==> config.mk <==
export PLATFORM = sky130hd
export DESIGN_NAME = limit_order_book_matcher
export DESIGN_NICKNAME = d
export VERILOG_FILES = /design/src/rtl/core/lob_pkg.sv /design/src/rtl/core/limit_order_book_matcher.sv /design/src/rtl/core/lob_cell.sv /design/src/rtl/core/lob_chain.sv
export SDC_FILE = /design/constraint.sdc
export NUM_CORES = 2
export LEC_CHECK = 0
export BUFFER_PORTS_ARGS = -buffer_cell sky130_fd_sc_hd__buf_2
export CELL_PAD_IN_SITES_DETAIL_PLACEMENT = 0
export CELL_PAD_IN_SITES_GLOBAL_PLACEMENT = 1
export CORE_ASPECT_RATIO = 1.1
export CORE_MARGIN = 1.5
export CORE_UTILIZATION = 40
export CTS_CLUSTER_SIZE = 28
export DETAILED_ROUTE_END_ITERATION = 8
export GPL_TIMING_DRIVEN = 0
export PLACE_DENSITY = 0.71
export SYNTH_ARGS = -nofsm -noshare
export SYNTH_HDL_FRONTEND = slang
export SYNTH_SLANG_ARGS = --single-unit
==> constraint.sdc <==
create_clock -name clk -period 13.1 [get_ports clk]
set_clock_uncertainty 0.2 [all_clocks]
set_input_delay 2.62 -clock clk [delete_from_list [all_inputs] [get_ports clk]]
set_output_delay 2.62 -clock clk [all_outputs]
set_load 0.05 [all_outputs]
==> src/rtl/core/lob_pkg.sv <==
// Package for the limit order book matcher.
// Holds payload structs, book entry type, cell opcodes and report codes.
// No dependencies.
package lob_pkg;

  localparam int BOOK_DEPTH = 16;
  localparam int MAX_REPORTS = 64;
  localparam int NREP_W = $clog2(MAX_REPORTS + 1);
  localparam logic [NREP_W-1:0] NREP_MAX = NREP_W'(MAX_REPORTS);
  localparam logic [NREP_W-1:0] NREP_LAST = NREP_W'(MAX_REPORTS - 1);

  localparam logic [1:0] ST_NEW    = 2'd0;
  localparam logic [1:0] ST_FILL   = 2'd1;
  localparam logic [1:0] ST_PFILL  = 2'd2;
  localparam logic [1:0] ST_REJECT = 2'd3;

  typedef struct packed {
    logic [15:0] order_ref;
    logic        side;
    logic [19:0] limit_price;
    logic [15:0] order_qty;
  } in_t;

  typedef struct packed {
    logic [15:0] rep_ref;
    logic        rep_side;
    logic [1:0]  exec_status;
    logic [15:0] exec_qty;
    logic [19:0] exec_price;
    logic        last_report;
  } out_t;

  typedef struct packed {
    logic [15:0] ref_id;
    logic [19:0] price;
    logic [15:0] qty;
  } entry_t;

  typedef enum logic [1:0] {
    OP_HOLD   = 2'd0,
    OP_POP    = 2'd1,
    OP_REDUCE = 2'd2,
    OP_INSERT = 2'd3
  } op_t;

  typedef struct packed {
    op_t         op;
    logic        is_bid;
    entry_t      new_ent;
    logic [15:0] dec_qty;
  } book_cmd_t;

  typedef struct packed {
    logic   head_valid;
    entry_t head;
    logic   sec_valid;
    entry_t sec;
    logic   full;
  } book_stat_t;

endpackage

==> src/rtl/core/limit_order_book_matcher.sv <==
// Limit order book matcher, price-time priority, two chains of book cells.
// Sequence: for each fill the match step registers the aggressor's report and the pass
// step the resting order's report; when nothing more crosses, a final step rests the
// remainder, with a new-order report if nothing filled, or rejects it if its side is full.
// Output stalls hold these steps; in_stall is high outside idle, so one order at a time.
// Reset: rst_n synchronous active low empties both book sides and the output.
module limit_order_book_matcher
  import lob_pkg::*;
(
  input  logic clk,
  input  logic rst_n,
  input  logic in_valid,
  output logic in_stall,
  input  in_t  in_data,
  output logic out_valid,
  input  logic out_stall,
  output out_t out_data
);

  typedef enum logic [3:0] {
    S_IDLE  = 4'b0001,
    S_MATCH = 4'b0010,
    S_PASS  = 4'b0100,
    S_FINAL = 4'b1000
  } state_t;

  state_t            state_r, state_nxt;
  in_t               ord_r, ord_nxt;
  logic [15:0]       rem_r, rem_nxt;
  logic [NREP_W-1:0] n_r, n_nxt;
  out_t              pass_r, pass_nxt;
  logic              out_valid_r, out_valid_nxt;
  out_t              out_data_r, out_data_nxt;

  book_cmd_t  bid_cmd, ask_cmd;
  book_stat_t bid_stat, ask_stat;
  book_stat_t opp, own;
  book_cmd_t  opp_cmd, own_cmd;

  logic        can_out, n_full, slot, emit_we;
  out_t        rep;
  logic        cross0, cross1;
  logic [15:0] mq;

  lob_chain u_bid (.clk(clk), .rst_n(rst_n), .cmd(bid_cmd), .stat(bid_stat));
  lob_chain u_ask (.clk(clk), .rst_n(rst_n), .cmd(ask_cmd), .stat(ask_stat));

  always_comb begin
    opp = ord_r.side ? bid_stat : ask_stat;
    own = ord_r.side ? ask_stat : bid_stat;
    cross0 = ord_r.side ? (ord_r.limit_price <= opp.head.price)
                        : (ord_r.limit_price >= opp.head.price);
    cross1 = ord_r.side ? (ord_r.limit_price <= opp.sec.price)
                        : (ord_r.limit_price >= opp.sec.price);
    mq = (rem_r < opp.head.qty) ? rem_r : opp.head.qty;
    can_out = !out_valid_r || !out_stall;
    n_full  = (n_r == NREP_MAX);
    slot    = n_full || can_out;

    state_nxt = state_r;
    ord_nxt   = ord_r;
    rem_nxt   = rem_r;
    pass_nxt  = pass_r;
    emit_we   = 1'b0;
    rep       = '0;

    opp_cmd         = '0;
    opp_cmd.op      = OP_HOLD;
    opp_cmd.is_bid  = ord_r.side;
    opp_cmd.dec_qty = rem_r;
    own_cmd         = '0;
    own_cmd.op      = OP_HOLD;
    own_cmd.is_bid  = !ord_r.side;
    own_cmd.new_ent = '{ref_id: ord_r.order_ref, price: ord_r.limit_price, qty: rem_r};

    case (state_r)
      S_IDLE: begin
        if (in_valid) begin
          ord_nxt   = in_data;
          rem_nxt   = in_data.order_qty;
          state_nxt = S_MATCH;
        end
      end
      S_MATCH: begin
        if (rem_r != 16'd0 && opp.head_valid && cross0) begin
          if (slot) begin
            emit_we = 1'b1;
            rep = '{rep_ref: ord_r.order_ref, rep_side: ord_r.side,
                    exec_status: (rem_r <= opp.head.qty) ? ST_FILL : ST_PFILL,
                    exec_qty: mq, exec_price: opp.head.price, last_report: 1'b0};
            pass_nxt = '{rep_ref: opp.head.ref_id, rep_side: !ord_r.side,
                         exec_status: (rem_r >= opp.head.qty) ? ST_FILL : ST_PFILL,
                         exec_qty: mq, exec_price: opp.head.price,
                         last_report: 1'b1};
            if (rem_r > opp.head.qty && opp.sec_valid && cross1) begin
              pass_nxt.last_report = 1'b0;
            end else if (rem_r > opp.head.qty && own.full) begin
              pass_nxt.last_report = 1'b0;
            end
            opp_cmd.op = (rem_r >= opp.head.qty) ? OP_POP : OP_REDUCE;
            rem_nxt    = rem_r - mq;
            state_nxt  = S_PASS;
          end
        end else begin
          state_nxt = S_FINAL;
        end
      end
      S_PASS: begin
        if (slot) begin
          emit_we   = 1'b1;
          rep       = pass_r;
          state_nxt = S_MATCH;
        end
      end
      S_FINAL: begin
        if (rem_r != 16'd0 && own.full) begin
          if (slot) begin
            emit_we = 1'b1;
            rep = '{rep_ref: ord_r.order_ref, rep_side: ord_r.side,
                    exec_status: ST_REJECT, exec_qty: rem_r,
                    exec_price: ord_r.limit_price, last_report: 1'b1};
            state_nxt = S_IDLE;
          end
        end else if (n_r != '0) begin
          if (rem_r != 16'd0) begin
            own_cmd.op = OP_INSERT;
          end
          state_nxt = S_IDLE;
        end else if (can_out) begin
          emit_we = 1'b1;
          rep = '{rep_ref: ord_r.order_ref, rep_side: ord_r.side,
                  exec_status: ST_NEW, exec_qty: ord_r.order_qty,
                  exec_price: ord_r.limit_price, last_report: 1'b1};
          if (rem_r != 16'd0) begin
            own_cmd.op = OP_INSERT;
          end
          state_nxt = S_IDLE;
        end
      end
      default: begin
        state_nxt = S_IDLE;
      end
    endcase

    if (n_r == NREP_LAST) begin
      rep.last_report = 1'b1;
    end
    if (n_full) begin
      emit_we = 1'b0;
    end

    n_nxt = n_r;
    if (state_r == S_IDLE) begin
      n_nxt = '0;
    end else if (emit_we) begin
      n_nxt = n_r + NREP_W'(1);
    end

    out_valid_nxt = out_valid_r;
    out_data_nxt  = out_data_r;
    if (emit_we) begin
      out_valid_nxt = 1'b1;
      out_data_nxt  = rep;
    end else if (!out_stall) begin
      out_valid_nxt = 1'b0;
    end

    bid_cmd = ord_r.side ? opp_cmd : own_cmd;
    ask_cmd = ord_r.side ? own_cmd : opp_cmd;
  end

  always_ff @(posedge clk) begin
    if (!rst_n) begin
      state_r     <= S_IDLE;
      out_valid_r <= 1'b0;
      n_r         <= '0;
    end else begin
      state_r     <= state_nxt;
      out_valid_r <= out_valid_nxt;
      n_r         <= n_nxt;
    end
  end

  always_ff @(posedge clk) begin
    ord_r      <= ord_nxt;
    rem_r      <= rem_nxt;
    pass_r     <= pass_nxt;
    out_data_r <= out_data_nxt;
  end

  assign in_stall  = (state_r != S_IDLE);
  assign out_valid = out_valid_r;
  assign out_data  = out_data_r;

`ifndef SYNTHESIS
  a_no_overwrite: assert property (@(posedge clk) disable iff (!rst_n)
    emit_we && out_valid_r |-> !out_stall)
    else $error("report written over a stalled transaction");

  a_report_cap: assert property (@(posedge clk) disable iff (!rst_n)
    n_r <= NREP_MAX)
    else $error("report count beyond limit");

  a_idle_after_final: assert property (@(posedge clk) disable iff (!rst_n)
    state_r == S_FINAL && state_nxt != S_FINAL |=> state_r == S_IDLE)
    else $error("sequencer left final step to a busy state");
`endif

endmodule

==> src/rtl/core/lob_cell.sv <==
// One book cell: holds a single resting order and trades it with its neighbors.
// Depends on lob_pkg.
module lob_cell
  import lob_pkg::*;
(
  input  logic       clk,
  input  logic       rst_n,
  input  book_cmd_t  cmd,
  input  logic       left_valid,
  input  entry_t     left_ent,
  input  logic       left_keep,
  input  logic       right_valid,
  input  entry_t     right_ent,
  output logic       valid,
  output entry_t     ent,
  output logic       keep
);

  logic   valid_r, valid_nxt;
  entry_t ent_r, ent_nxt;

  always_comb begin
    keep = valid_r && (cmd.is_bid ? !(ent_r.price < cmd.new_ent.price)
                                  : !(ent_r.price > cmd.new_ent.price));
    valid_nxt = valid_r;
    ent_nxt   = ent_r;
    case (cmd.op)
      OP_POP: begin
        valid_nxt = right_valid;
        ent_nxt   = right_ent;
      end
      OP_REDUCE: begin
        ent_nxt.qty = ent_r.qty - cmd.dec_qty;
      end
      OP_INSERT: begin
        if (!keep) begin
          if (left_keep) begin
            valid_nxt = 1'b1;
            ent_nxt   = cmd.new_ent;
          end else begin
            valid_nxt = left_valid;
            ent_nxt   = left_ent;
          end
        end
      end
      default: begin
      end
    endcase
  end

  always_ff @(posedge clk) begin
    if (!rst_n) begin
      valid_r <= 1'b0;
    end else begin
      valid_r <= valid_nxt;
    end
  end

  always_ff @(posedge clk) begin
    ent_r <= ent_nxt;
  end

  assign valid = valid_r;
  assign ent   = ent_r;

endmodule

==> src/rtl/core/lob_chain.sv <==
// One side of the book as a row of lob_cell, best price at cell 0.
// Depends on lob_pkg and lob_cell.
module lob_chain
  import lob_pkg::*;
(
  input  logic       clk,
  input  logic       rst_n,
  input  book_cmd_t  cmd,
  output book_stat_t stat
);

  logic   cv [0:BOOK_DEPTH];
  entry_t ce [0:BOOK_DEPTH];
  logic   kl [0:BOOK_DEPTH];

  assign cv[BOOK_DEPTH] = 1'b0;
  assign ce[BOOK_DEPTH] = '0;
  assign kl[0] = 1'b1;

  for (genvar i = 0; i < BOOK_DEPTH; i++) begin : g_cell
    book_cmd_t ccmd;
    logic      lv;
    entry_t    le;
    always_comb begin
      ccmd = cmd;
      if (cmd.op == OP_REDUCE && i != 0) begin
        ccmd.op = OP_HOLD;
      end
    end
    if (i == 0) begin : g_head
      assign lv = 1'b0;
      assign le = '0;
    end else begin : g_body
      assign lv = cv[i-1];
      assign le = ce[i-1];
    end
    lob_cell u_cell (
      .clk         (clk),
      .rst_n       (rst_n),
      .cmd         (ccmd),
      .left_valid  (lv),
      .left_ent    (le),
      .left_keep   (kl[i]),
      .right_valid (cv[i+1]),
      .right_ent   (ce[i+1]),
      .valid       (cv[i]),
      .ent         (ce[i]),
      .keep        (kl[i+1])
    );
  end

  assign stat.head_valid = cv[0];
  assign stat.head       = ce[0];
  assign stat.sec_valid  = cv[1];
  assign stat.sec        = ce[1];
  assign stat.full       = cv[BOOK_DEPTH-1];

endmodule
# Word-level counts from Yosys, hierarchy flattened
# Index checks and enable logic that the tools add are counted.
# op_classes
n_eq_ne	59
n_addsub	34
magnitude_cmp	72
div	0
shift	0
multipliers	0
reduce_logical	187
n_mux	302
n_bitwise	1
# ops
op	n
52-bit two-way mux	62
36-bit one-hot mux with 2 select lines	32
16-bit one-hot mux with 3 select lines	32
20-bit greater-than comparator	32
20-bit < comparator	32
16-bit subtractor	33
56-bit two-way mux	7
56-bit one-hot mux with 3 select lines	1
71-bit two-way mux	2
2-bit AND reduction	65
107-bit two-way mux	1
1-bit two-way mux	106
2-bit inequality test, second input constant	36
1-bit zero test	67
16-bit two-way mux	4
1-bit one-hot mux with 2 select lines	32
20-bit >= comparator	2
20-bit less-or-equal comparator	2
1-bit logical AND	38
4-bit two-way mux	8
16-bit one-hot mux with 2 select lines	1
2-bit two-way mux	12
2-bit equality test, second input constant	8
16-bit >= comparator	1
other kinds (27)	39
# word_totals
input_bits	57
latch_bits	0
memories	0
ram_bits	0
reg_bits	1889
out_inout_bits	58
romBits	0
word_cells	803

# Logic depth before layout (Yosys ltp)
# logic_depth
depth_word	14
ltp_mapped	25

# By module
# Synthesis repeated with hierarchy kept, for this count alone.
# unflattened
cells_unflattened	15130
area_unflattened_um2	142900.8
# modules_own_cells
mod	area_each_um2	seq_area_each_um2	n_inst	cells_each
lob_cell (u_bid.g_cell[0].u_cell ...)	4096.4	1581.5	16	439
lob_cell (u_ask.g_cell[0].u_cell ...)	4146.5	1581.5	14	448
limit_order_book_matcher	10969.3	5675.4	1	953
lob_cell (u_ask.g_cell[9].u_cell)	4159.0	1581.5	1	436
lob_cell (u_ask.g_cell[11].u_cell)	4113.9	1581.5	1	433
lob_chain	32.5	0.0	2	6

# Worst setup path after synthesis
# Ideal clock, no wire load.
# synth_path
path_type	input port to flip-flop
start	input port out_stall
end	register u_bid.g_cell[1].u_cell.ent_r (netlist bit u_bid.g_cell[1].u_cell.ent[16]) (enable)
cell_stages	7
arrival_ns	6.524
t_required_ns	12.418
setup_slack_ns	5.895
setup_ns	0.482
path_cell_list	a311o_1 -> or3_1 -> buf_2 -> buf_4 -> buf_2 -> buf_2 -> o21ai_0
# synth_between
elab_chain_cells	12
# synth_rtl
element	line_no	rtl
start, declared	limit_order_book_matcher.sv:16	input logic out_stall,
1-bit zero test (*)	n/a	
1-bit logical OR (*)	limit_order_book_matcher.sv:56	can_out = !out_valid_r || !out_stall;
2-bit two-way mux or 1-bit logical OR (tied branches)	limit_order_book_matcher.sv:129, limit_order_book_matcher.sv:58	
2-bit two-way mux, on equally long branches	limit_order_book_matcher.sv:124, limit_order_book_matcher.sv:86	
2-bit two-way mux, on equally long branches	limit_order_book_matcher.sv:116, limit_order_book_matcher.sv:85	
2-bit two-way mux	limit_order_book_matcher.sv:76	case (state_r)
71-bit two-way mux (*)	limit_order_book_matcher.sv:168	bid_cmd = ord_r.side ? opp_cmd : own_cmd;
2-bit equality test	lob_chain.sv:26	if (cmd.op == OP_REDUCE && i != 0) begin
2-bit two-way mux (*)	lob_chain.sv:26	
2-bit equality test or 2-bit by 1-bit equality test with 1-bit output (tied branches)	lob_cell.sv:27	case (cmd.op)
2-bit inequality test (no line) or 2-bit nonzero test (tied branches)	n/a	
2-bit AND reduction (no line) (*)	n/a	
end signal, assigned	lob_cell.sv:60	ent_r <= ent_nxt;
end, declared	lob_cell.sv:20	entry_t ent_r, ent_nxt;
# Every way passes the cells marked *; elsewhere a longest branch is shown, timed or not.
# A chain may end at the register's enable or synchronous reset.

# Worst setup path after layout
# layout_path
start	register ord_r (netlist bit opp_cmd[68])
end	register u_ask.g_cell[0].u_cell.ent_r (netlist bit u_ask.g_cell[0].u_cell.ent[43]) (enable)
# layout_between
elab_chain_cells	10
# layout_rtl
element	line_no	rtl
start, declared	limit_order_book_matcher.sv:28	in_t ord_r, ord_nxt;
start signal, assigned	limit_order_book_matcher.sv:185	ord_r <= ord_nxt;
107-bit two-way mux	limit_order_book_matcher.sv:49	opp = ord_r.side ? bid_stat : ask_stat;
16-bit >= comparator (tied with other cells)	limit_order_book_matcher.sv:100	opp_cmd.op = (rem_r >= opp.head.qty) ? OP_POP : OP_REDUCE;
2-bit two-way mux or 1-bit two-way mux (tied branches)	limit_order_book_matcher.sv:100, limit_order_book_matcher.sv:51	
2-bit two-way mux or 1-bit logical AND (tied branches)	limit_order_book_matcher.sv:86, limit_order_book_matcher.sv:85	
2-bit two-way mux	limit_order_book_matcher.sv:85	if (rem_r != 16'd0 && opp.head_valid && cross0) begin
2-bit two-way mux	limit_order_book_matcher.sv:76	
71-bit two-way mux (*)	limit_order_book_matcher.sv:169	ask_cmd = ord_r.side ? own_cmd : opp_cmd;
2-bit equality test or 2-bit by 1-bit equality test with 1-bit output (tied branches)	lob_cell.sv:27	
2-bit inequality test (no line) or 2-bit nonzero test (tied branches)	n/a	
2-bit AND reduction (no line) (*)	n/a	
end signal, assigned	lob_cell.sv:60	
end, declared	lob_cell.sv:20	
# Marked as above.

==> results summary <==
Wire segments on met3 add up to 26300 um in the final route. The top fanout value on the critical path is 36. The number of global-route vias before repair was 89400. Of all cell types, the one taking the most synthesized area is sky130_fd_sc_hd__edfxtp_1. The number of I/O port buffers came out at 114. The flow ran to the end, but the final reports show violations. The share of the synthesized area in the top cell type came out at 49.3%. The number of buffers inserted by post-CTS setup repair is 0. The cts-stage hold buffer count is 0.

The type of element capturing the critical path is a flip-flop. The prevailing post-synth register cell is sky130_fd_sc_hd__edfxtp_1. The total global-route track usage came out at 29.4%. The critical path contains buffers and inverters numbering 9 combined. For this run, asynchronously set or reset flops after synthesis account for 0%. The cell that appears most often on the critical path is sky130_fd_sc_hd__buf_2.

Setup violations remaining at the end of the flow were counted as 0. TritonCTS created 225 clock buffers. The maximum clock path buffer count is 4. The post-route fraction of the period consumed by the critical path is 84.8%.

The wire length on met1 is 165000 um. The worst pin sits at a relative slew slack of -9.14%. The post-DP HPWL came out at 352000 um. At the later pin of the worst-skew pair, clock insertion delay measures 0.93 ns. The synthesized netlist cell count is 10900. The average via count per standard cell is 5.88. The number of gates resized after CTS came out at 0.

The leakage power came out at 49.9 nW. The synthesized netlist occupies a cell area of 0.112 mm^2. In this run, distinct cell masters in the synthesized netlist total 87. The remaining global-route overflow is 0. The layout filler cell count is 26500. The die boundary width came out at 508 um. The average detailed-routed wire length per instance is 28.4 um.

The pin slew with the least headroom to its limit is 1.64 ns. The maximum level of the CTS H-tree came out at 4. The critical path in this run is classified as reg2reg. The most repeated cell in the gate-level netlist after synthesis is sky130_fd_sc_hd__edfxtp_1.

Clock-pin slew was measured on the worst setup and hold paths at 0.06 ns. The die covers 0.284 mm^2. Entering global routing, the biggest net connects 62 pins. For this run, the register share of the synthesized area comes to 50.1%. The total power of the final layout came out at 15.1 mW. For this block, the initial DRC count from the detailed router was 8525. The number of I/O pins came out at 115. The cell at the root of the clock tree is sky130_fd_sc_hd__clkbuf_16. After routing, the total negative slack on setup checks comes to 0 ns. The clock period minus worst slack came out at 11.11 ns. The number of max-cap violations came out at 3. Timing would allow up to 0.0900 GHz. The die span in y is 559 um. The final number of max-transition violations was 42. The register area came out at 0.0563 mm^2. The number of antenna violations at the first check in global routing came to 8. The commonest cells after synthesis are sky130_fd_sc_hd__edfxtp_1 (1845), sky130_fd_sc_hd__nand2_1 (1629), sky130_fd_sc_hd__o21ai_0 (1417), sky130_fd_sc_hd__mux2i_1 (1082), sky130_fd_sc_hd__nor2_1 (742). The total power divided by cell area came out at 120 mW/mm^2. The delay of the slowest cell on the worst path came out at 1.00 ns.

The top routing layer in use is met5. The final route contains 89200 vias. The detailed-route DRC error count came out at 0. The yosys synthesis warning count came out at 0. The number of nets in the synthesized netlist is 11700. The weighted congestion at the end of routability-driven global placement is 0.975. Once detail routing completed, the nets flagged for antenna violations numbered 0. The path class of the tightest hold or removal check is reg2reg. The wire length of the first global-routing pass is 615000 um. The checks that failed: max-capacitance violations, max-slew violations. The fraction of final layout cells with drive strength greater than 1 came out at 7.02%.

The slowest stage of the critical path is the sky130_fd_sc_hd__mux2i_1 cell. The net count of the finished layout is 12000. Setup repair after global routing left no endpoint under its margin. The flip-flop and latch count after synthesis is 1889.

Data on the critical path is required at its endpoint by 13.28 ns. The detailed-route wire length came out at 431000 um. The family with the most delay on the worst path is buffers and inverters. The detailed route wirelength on metal2 came out at 202000 um. A synthesized cell averages 10.3 um^2. After floorplanning, the core was sized to cover 0.279 mm^2. By area the synthesized netlist is led by sky130_fd_sc_hd__edfxtp_1 (49%), sky130_fd_sc_hd__mux2i_1 (9.6%), sky130_fd_sc_hd__ha_1 (7.7%). The arrival time at the worst endpoint is 11.29 ns. The number of iterations in the first detailed-routing pass is 8. Across the VDD grid, the largest voltage drop is 112 uV. The number of synthesized flops with an enable pin came out at 1845. The critical path goes through buf_2 -> buf_2 -> buf_2 -> clkbuf_1 -> clkbuf_1 -> buf_2 -> buf_2 -> mux2i_1 -> ha_1 -> a21oi_1 -> o21ai_0 -> a221oi_1 -> nand4_1 -> o211ai_1 -> clkbuf_1 -> clkbuf_1 -> nand2_2. TritonCTS built the clock tree. The starting utilization of the core area came out at 40.3%.

The worst setup path is launched from a flip-flop. The area of the multi-input gates came out at 0.0519 mm^2. The layout-stage area growth over the synthesis result came out at 11.7%. The floorplan has 203 rows. Across all hold checks on the routed design, the worst slack comes to 0.290 ns. The number of sinks handled by clock tree synthesis is 1889.

The hold violation count in the final report is 0.
[state kept, by name, indices dropped and copies added, names as in the netlist]
name	count
u_ask.g_cell.u_cell.ent	832
u_ask.g_cell.u_cell.valid	16
pass_r	56
rem_r	16
ord_r	52
opp_cmd	1
n_r	7
u_bid.g_cell.u_cell.valid	16
out_data	56
state_r	4
u_bid.g_cell.u_cell.ent	832
out_valid	1
[final cells by class]
type,count,area share [%]
antenna,14,0.0279
buffer,901,2.95
clock buffer,290,4.84
clock inverter,119,1.03
inverter,186,0.558
multi-input combinational,7951,41.3
sequential,1889,44.8
tap,3690,3.68
timing repair buffer,135,0.758
[worst reg2reg max path, stage by stage, from the launching register on]
cell,delay [ns]
sky130_fd_sc_hd__edfxtp_1,0.70
sky130_fd_sc_hd__buf_2,0.40
sky130_fd_sc_hd__buf_2,0.42
sky130_fd_sc_hd__buf_2,0.56
sky130_fd_sc_hd__clkbuf_1,0.93
sky130_fd_sc_hd__clkbuf_1,0.65
sky130_fd_sc_hd__buf_2,0.49
sky130_fd_sc_hd__buf_2,0.44
sky130_fd_sc_hd__mux2i_1,1.01
sky130_fd_sc_hd__ha_1,0.43
sky130_fd_sc_hd__a21oi_1,0.15
sky130_fd_sc_hd__o21ai_0,0.11
sky130_fd_sc_hd__a221oi_1,0.54
sky130_fd_sc_hd__nand4_1,0.43
sky130_fd_sc_hd__o211ai_1,0.53
sky130_fd_sc_hd__clkbuf_1,0.79
sky130_fd_sc_hd__clkbuf_1,0.91
sky130_fd_sc_hd__nand2_2,0.83
[placed cells by master (no fill, tap or decap), drive strengths merged, types with 48 or more instances in the layout]
master	count
nand4	66
nor3	223
o22ai	118
a21oi	457
nand2	1631
a211oi	186
a22oi	48
and2	65
mux2i	1082
edfxtp	1845
o21ai	1428
nor2	742
o21a	48
clkinv	82
nor2b	94
a221o	108
buf	448
a21o	113
nand3	125
o211ai	230
ha	688
inv	187
clkbuf	878
[worst paths after layout]
| kind | slack (ns) | depth (start not counted) | to | from |
|---|---|---|---|---|
| max | 1.99 | 17 | u_ask.g_cell[0].u_cell.ent[43]$_DFFE_PP_ | opp_cmd[68]$_DFFE_PP_ |
| min | 0.29 | 2 | u_bid.g_cell[14].u_cell.ent[38]$_DFFE_PP_ | u_bid.g_cell[15].u_cell.ent[38]$_SDFFCE_PP0P_ |
| max reg2reg | 1.99 | 17 | u_ask.g_cell[0].u_cell.ent[43]$_DFFE_PP_ | opp_cmd[68]$_DFFE_PP_ |
| min reg2reg | 0.29 | 2 | u_bid.g_cell[14].u_cell.ent[38]$_DFFE_PP_ | u_bid.g_cell[15].u_cell.ent[38]$_SDFFCE_PP0P_ |
[power by group]
group	internal [mW]	switching, mW	leakage (nW)
sequential	6.66	0.124	16.9
clock	3.79	2.68	3.61
combinational	0.547	1.31	29.5
total	11.0	4.11	49.9
[metal layers]
layer  vias up  GRT usage (%)
li1      41500              -
met5         -              0
met2      3495           48.6
met4         8           22.3
met1     43400           34.9
met3       871           3.65
[cell families after synthesis]
family | Yosys count | synth area share (%)
simple gates | 3121 | 11.9
compound gates | 3001 | 16.3
flops | 1889 | 50.1
mux | 1099 | 9.81
buf+inv | 1087 | 3.91
fa+ha+maj | 691 | 7.71
xor+xnor | 39 | 0.304
[per-stage QoR]
stage / util, % / std cells / cell area (um^2) / setup slack (ns)
final: 45.1 / 15200 / 126000 / 1.99
after global routing: 45.0 / 15200 / 126000 / 2.09
after CTS: 45.0 / 15200 / 126000 / 2.64
after detailed placement: 42.4 / 14800 / 118000 / 2.69
after global placement: 42.2 / 14700 / 118000 / 0.855
after floorplan: - / 10900 / 112000 / 5.89
Power figures use the tool's default switching activity.
